<file path="config.mk">
export PLATFORM = sky130hd
export DESIGN_NAME = bsdq_cell
export DESIGN_NICKNAME = d
export VERILOG_FILES = /design/src/bsdq_pkg.sv /design/src/bsdq_cell.sv
export SDC_FILE = /design/constraint.sdc
export NUM_CORES = 1
export LEC_CHECK = 0
export BUFFER_PORTS_ARGS = -buffer_cell sky130_fd_sc_hd__buf_2
export CORE_MARGIN = 8
export CORE_UTILIZATION = 25
export DETAILED_ROUTE_END_ITERATION = 12
export RECOVER_POWER = 50
export SLEW_MARGIN = 10
export SYNTH_ARGS = -nofsm -noshare
export SYNTH_HDL_FRONTEND = slang
export SYNTH_SLANG_ARGS = --single-unit
</file>
<file path="constraint.sdc">
create_clock -name i_clk -period 8 [get_ports i_clk]
set_input_delay 0.8 -clock i_clk [delete_from_list [all_inputs] [get_ports i_clk]]
set_output_delay 0.8 -clock i_clk [all_outputs]
set_load 0.01 [all_outputs]
</file>
<file path="src/bsdq_pkg.sv">
package bsdq_pkg;

    localparam int DEPTH = 256;
    localparam int IDX_W = (DEPTH > 1) ? $clog2(DEPTH) : 1;
    localparam int CNT_W = $clog2(DEPTH + 1);
    localparam int POS_W = 10;
    localparam int CNT_OUT_W = 9;
    localparam int CMP_W = (CNT_W > CNT_OUT_W) ? CNT_W : CNT_OUT_W;

    typedef enum logic [1:0] {
        CMD_APPEND = 2'd0,
        CMD_PUSH   = 2'd1,
        CMD_REMOVE = 2'd2,
        CMD_INSERT = 2'd3
    } t_cmd;

    typedef enum logic [1:0] {
        ST_OK     = 2'd0,
        ST_EMPTY  = 2'd1,
        ST_FULL   = 2'd2,
        ST_BADPOS = 2'd3
    } t_status;

    typedef enum logic [1:0] {
        CELL_HOLD   = 2'd0,
        CELL_POP    = 2'd1,
        CELL_INSERT = 2'd2
    } t_cell_op;

    typedef struct packed {
        t_cell_op           op;
        logic [CNT_W-1:0]   pos;
        logic signed [31:0] value;
    } t_cell_ctl;

endpackage

</file>
<file path="src/bsdq_cell.sv">
module bsdq_cell import bsdq_pkg::*; (
    input  logic               i_clk,
    input  logic [IDX_W-1:0]   i_index,
    input  t_cell_ctl          i_ctl,
    input  logic signed [31:0] i_left,
    input  logic signed [31:0] i_right,
    output logic signed [31:0] o_data
);

    logic signed [31:0] r_data;
    logic signed [31:0] n_data;
    logic [CNT_W-1:0]   w_index;

    assign w_index = CNT_W'(i_index);

    // pop: take the item from the tail side; insert: open a gap at pos
    always_comb begin
        n_data = r_data;
        unique case (i_ctl.op)
            CELL_HOLD: begin
                n_data = r_data;
            end
            CELL_POP: begin
                n_data = i_right;
            end
            CELL_INSERT: begin
                if (w_index > i_ctl.pos) begin
                    n_data = i_left;
                end else if (w_index == i_ctl.pos) begin
                    n_data = i_ctl.value;
                end
            end
            default: begin
                n_data = r_data;
            end
        endcase
    end

    always_ff @(posedge i_clk) begin
        r_data <= n_data;
    end

    assign o_data = r_data;

endmodule

</file>
== Word-level counts from Yosys, hierarchy flattened ==
Index checks and enable logic that the tools add are counted.

* Add/subtract/negate cells: 0
* Multiply operators: 0
* Divide/modulo/power cells: 0
* Order comparisons: 1
* Equality and inequality tests: 4
* Shifts and indexed selects: 0
* Muxes and demuxes: 3
* Bitwise operators: 0
* Reductions and logical operators: 2

{| class="wikitable"
|+ Operator list
! cell !! number
|-
| 2-to-1 mux 32 bit || 2
|-
| one-hot mux 32 bit (2 select lines) || 1
|-
| equality test 8 x 9 -> 1 bit || 1
|-
| greater-than comparator 8 x 9 -> 1 bit || 1
|-
| inequality test 3 bit (second input constant) || 1
|-
| equality test 2 x 1 -> 1 bit (second input constant) || 1
|-
| equality test 2 bit (second input constant) || 1
|-
| AND reduction 2 bit || 1
|-
| nonzero test 2 bit || 1
|}

* Register bits after elaboration: 32
* Bits in latches: 0
* RAM bits: 0
* Memory bits (read-only): 0
* Input port bits: 116
* Output and inout bits: 32
* Logic and storage cells: 11
* Memories kept: 0

== Logic depth before layout (Yosys ltp) ==
* Word-level depth: 4
* Mapped depth: 9
* Gate-level depth less buffers: 7

== Least setup slack after synthesis ==
No wires, ideal clock.

* Kind: input -> register
* From: in i_ctl[38] in the netlist's numbering
* To: reg r_data[0] (netlist: o_data[0]) (enable)
* Setup time: 0.441 ns
* Arrival time: 3.371 ns
* Required time: 7.559 ns
* Slack: 4.188 ns
* Stages on the path: 5
* Path buffers: 0
* Cell sequence: inv_1 -> ha_1 -> a211oi_1 -> or3_4 -> a31oi_1

* Word-level cells in the longest chain between the ends: 3
* Elaborated cells between the ends (all ways): 4
* Classes of those cells: 1 x order compare; 2 x eq/ne; 1 x reduce/logical

{| class="wikitable"
|+ Ends and longest elaborated chain
! item !! line !! text
|-
| start, declared || bsdq_cell.sv:4 || <nowiki>input t_cell_ctl i_ctl,</nowiki>
|-
| greater-than comparator 8 x 9 -> 1 bit / equality test 8 x 9 -> 1 bit (equally long branches) || bsdq_cell.sv:27, bsdq_cell.sv:29 ||
|-
| inequality test 3 bit (no source line) (*) || -- ||
|-
| AND reduction 2 bit (no source line) (*) || -- ||
|-
| end signal, assigned || bsdq_cell.sv:40 || <nowiki>r_data <= n_data;</nowiki>
|-
| end, declared || bsdq_cell.sv:10 || <nowiki>logic signed [31:0] r_data;</nowiki>
|}

Mark *: on every way between the ends. The rest lies on a longest branch, timed or not.
A chain may end at the register's enable or synchronous reset.

== Final worst setup path ==
* From: in i_ctl[38] in the netlist's numbering
* To: reg r_data[18] (netlist: o_data[18]) (enable)

Same word-level chain as after synthesis.

==> impl_metrics.yaml <==
outcome:
  outcome: "finished with violations"
  violations: "max-capacitance violations, max-slew violations"
synthesis:
  synthCells: 249
  syn_area_per_cell_um2: 8.718
  ys.flop_type: "edfxtp_1"
  synth_enable_flop_cells: 32
  netlist.area_leader.share_pct: 44.27
  synth_area_leader_cell: "edfxtp_1"
  synth.distinct_cells: 25
  yosys_warnings: 0
  synth_nets: 374
  netlist_area_um2: 2171
  synthArstFlopShare_pct: 0
  ys_ff_latch: 32
  synthTopCellsByArea: "edfxtp_1 44%, a41oi_1 13%, nand2_1 11%"
  yosysSeqAreaShare_pct: 44.27
pwr:
  p_leak_nw: 1.331
  irDropWorstVdd_mv: 0.06020
  p_per_area_nw_per_um2: 171.7
  total_power_uw: 515.4
setup_path:
  arrival_ns: 4.15
  critPathTopFamily: "compound AO/OA/AOI/OAI gates"
  cp_cell_sequence: "buf_2, inv_1, ha_1, a211oi_1, or3_1, a31oi_1"
  worst-path-max-fanout: 32
  critical_path_required_ns: 7.81
  path_class: "input port to flip-flop"
  crit_buf_inv: 2
  crit_path_top_delay_cell: "a31oi_1"
  crit_path_max_incr_delay_ns: 2.44
  start_kind: "input port"
  end_kind: "flip-flop"
cells_and_area:
  drive_gt1_share_pct: 33.68
  num_antenna_cells: 0
  largest_reg_flops: 32
  syn_to_final_growth_pct: 38.27
  nFillCells: 912
  fin_cells: 494
  nets: 510
floorplan:
  die_area_um2: 11920
  fp.dieW_um: 109.2
  dieHeight_um: 109.2
  ios: 148
  core_um2: 8551
  start_util_pct: 25.39
  rows: 34
routing:
  wire_per_inst_um: 14.79
  wirelength_um: 7305
  firstDrtPassIters: 6
  ant_nets: 0
  drtIter0Drc: 101
  drc: 0
  vias: 2367
  via_per_inst: 4.791
grt:
  grt_pass1_wl_um: 11180
  top_usage_layer: "met2"
  track_usage_pct: 11.51
  grt_pass1_vias: 2421
  met1_usage_pct: 13.37
  antenna_found_initial: 0
  use_met3_pct: 3.014
  globalRouteMet2Util_pct: 20.36
  globalRouteOverflowTotal: 0
  grt_max_degree: 65
cts:
  cts_setup_buffers: 0
  cts_sinks: 32
  clockBufferDepth: 2
  cts_htree_levels: 2
  cts_tree: "yes"
  path_clk_slew_ns: 0.07
  cts_resized: 0
  cts_buffers: 5
  cts_hold_buf: 0
  root_buffer: "clkbuf_8"
timing:
  rsz0062_at_grt: "no"
  setup_ws_ns: 3.665
  finalCritPeriodShare_pct: 54.19
  fin_crit_ns: 4.336
  tightest_slew_ns: 3.232
  hold_viol_final: 0
  fmax_ghz: 0.2307
  slew_viol_final: 33
  max_slew_margin_pct: -116.5
  tns_ns: 0
  setup_viol: 0
place:
  dp.cells: 486
  io_buffers: 147
  gp_congestion: 0.7324
  dp_hpwl_um: 5605
  place_ws_ns: 4.833
flow_run:
  maxCapViolations: 1
hold_path:
  hp-class: "input port to flip-flop"
==> cells by family (layout without fill, tap and decap cells) <==
family	Yosys count	in the layout	synth area share, %
and+or+nand+nor	105	105	19.37
AOI/OAI and AO/OA	74	74	24.15
DFF	32	32	44.27
buffers and inverters	29	166	7.032
adders and majority gates	9	9	5.187
==> area by class of cell <==
class	count	area, um^2	share of cell area (%)
Clock buffer	5	68.82	2.293
Clock inverter	3	37.54	1.251
Inverter	9	33.78	1.125
Multi-Input combinational cell	188	1055	35.14
Sequential cell	32	960.9	32.01
Tap cell	108	135.1	4.502
Timing Repair Buffer	149	710.7	23.68
==> where the power goes <==
part	switching (mW)	total [mW]	internal [mW]
clock	0.0577	0.148	0.0906
sequential	0.00750	0.226	0.218
combinational	0.0871	0.141	0.0543
total	0.152	0.515	0.363
==> cell usage in the layout (no fill, tap or decap), types with 2 or more instances in the layout <==
cell type and instances:
a21oi_2 2, a41oi_1 32, buf_2 115, buf_4 2, clkbuf_1 32, clkbuf_8 5, clkinv_1 2, edfxtp_1 32
ha_1 8, inv_1 9, nand2_1 66, nor2_1 34, o21ai_0 23, o21ai_1 10
==> path summary, 6_finish.rpt <==
| path | startpoint | end | slack, ns | depth (start not counted) |
|---|---|---|---|---|
| worst max-delay path | i_ctl[38] | o_data[18] | 3.66 | 6 |
| worst min-delay path | i_right[25] | o_data[25] | 0.90 | 3 |
==> synthesized netlist by cell type (2+ instances only) <==
cell	instances
edfxtp_1	32
a21oi_2	2
buf_2	8
nand2_1	66
inv_1	9
buf_6	4
o21ai_0	23
ha_1	9
nor2_1	34
a41oi_1	32
clkbuf_1	7
o21ai_1	10
==> layer usage <==
layer | share of wire [%] | vias to the layer above
met1 | 41 | 1078
met5 | 0 | -
li1 | - | 1184
met3 | 8.9 | 2
met2 | 49 | 103
met4 | 0.63 | 0
==> per-stage QoR <==
step	hold slack (ns)	util [%]	area, um^2
2_1_floorplan	1.075	-	2171
3_3_place_gp	1.176	34.56	2955
3_5_place_dp	1.186	34.56	2955
4_1_cts	0.8863	35.81	3062
5_1_grt	0.9009	35.10	3002
6_report	0.8961	35.10	3002
Power figures use the tool's default switching activity.
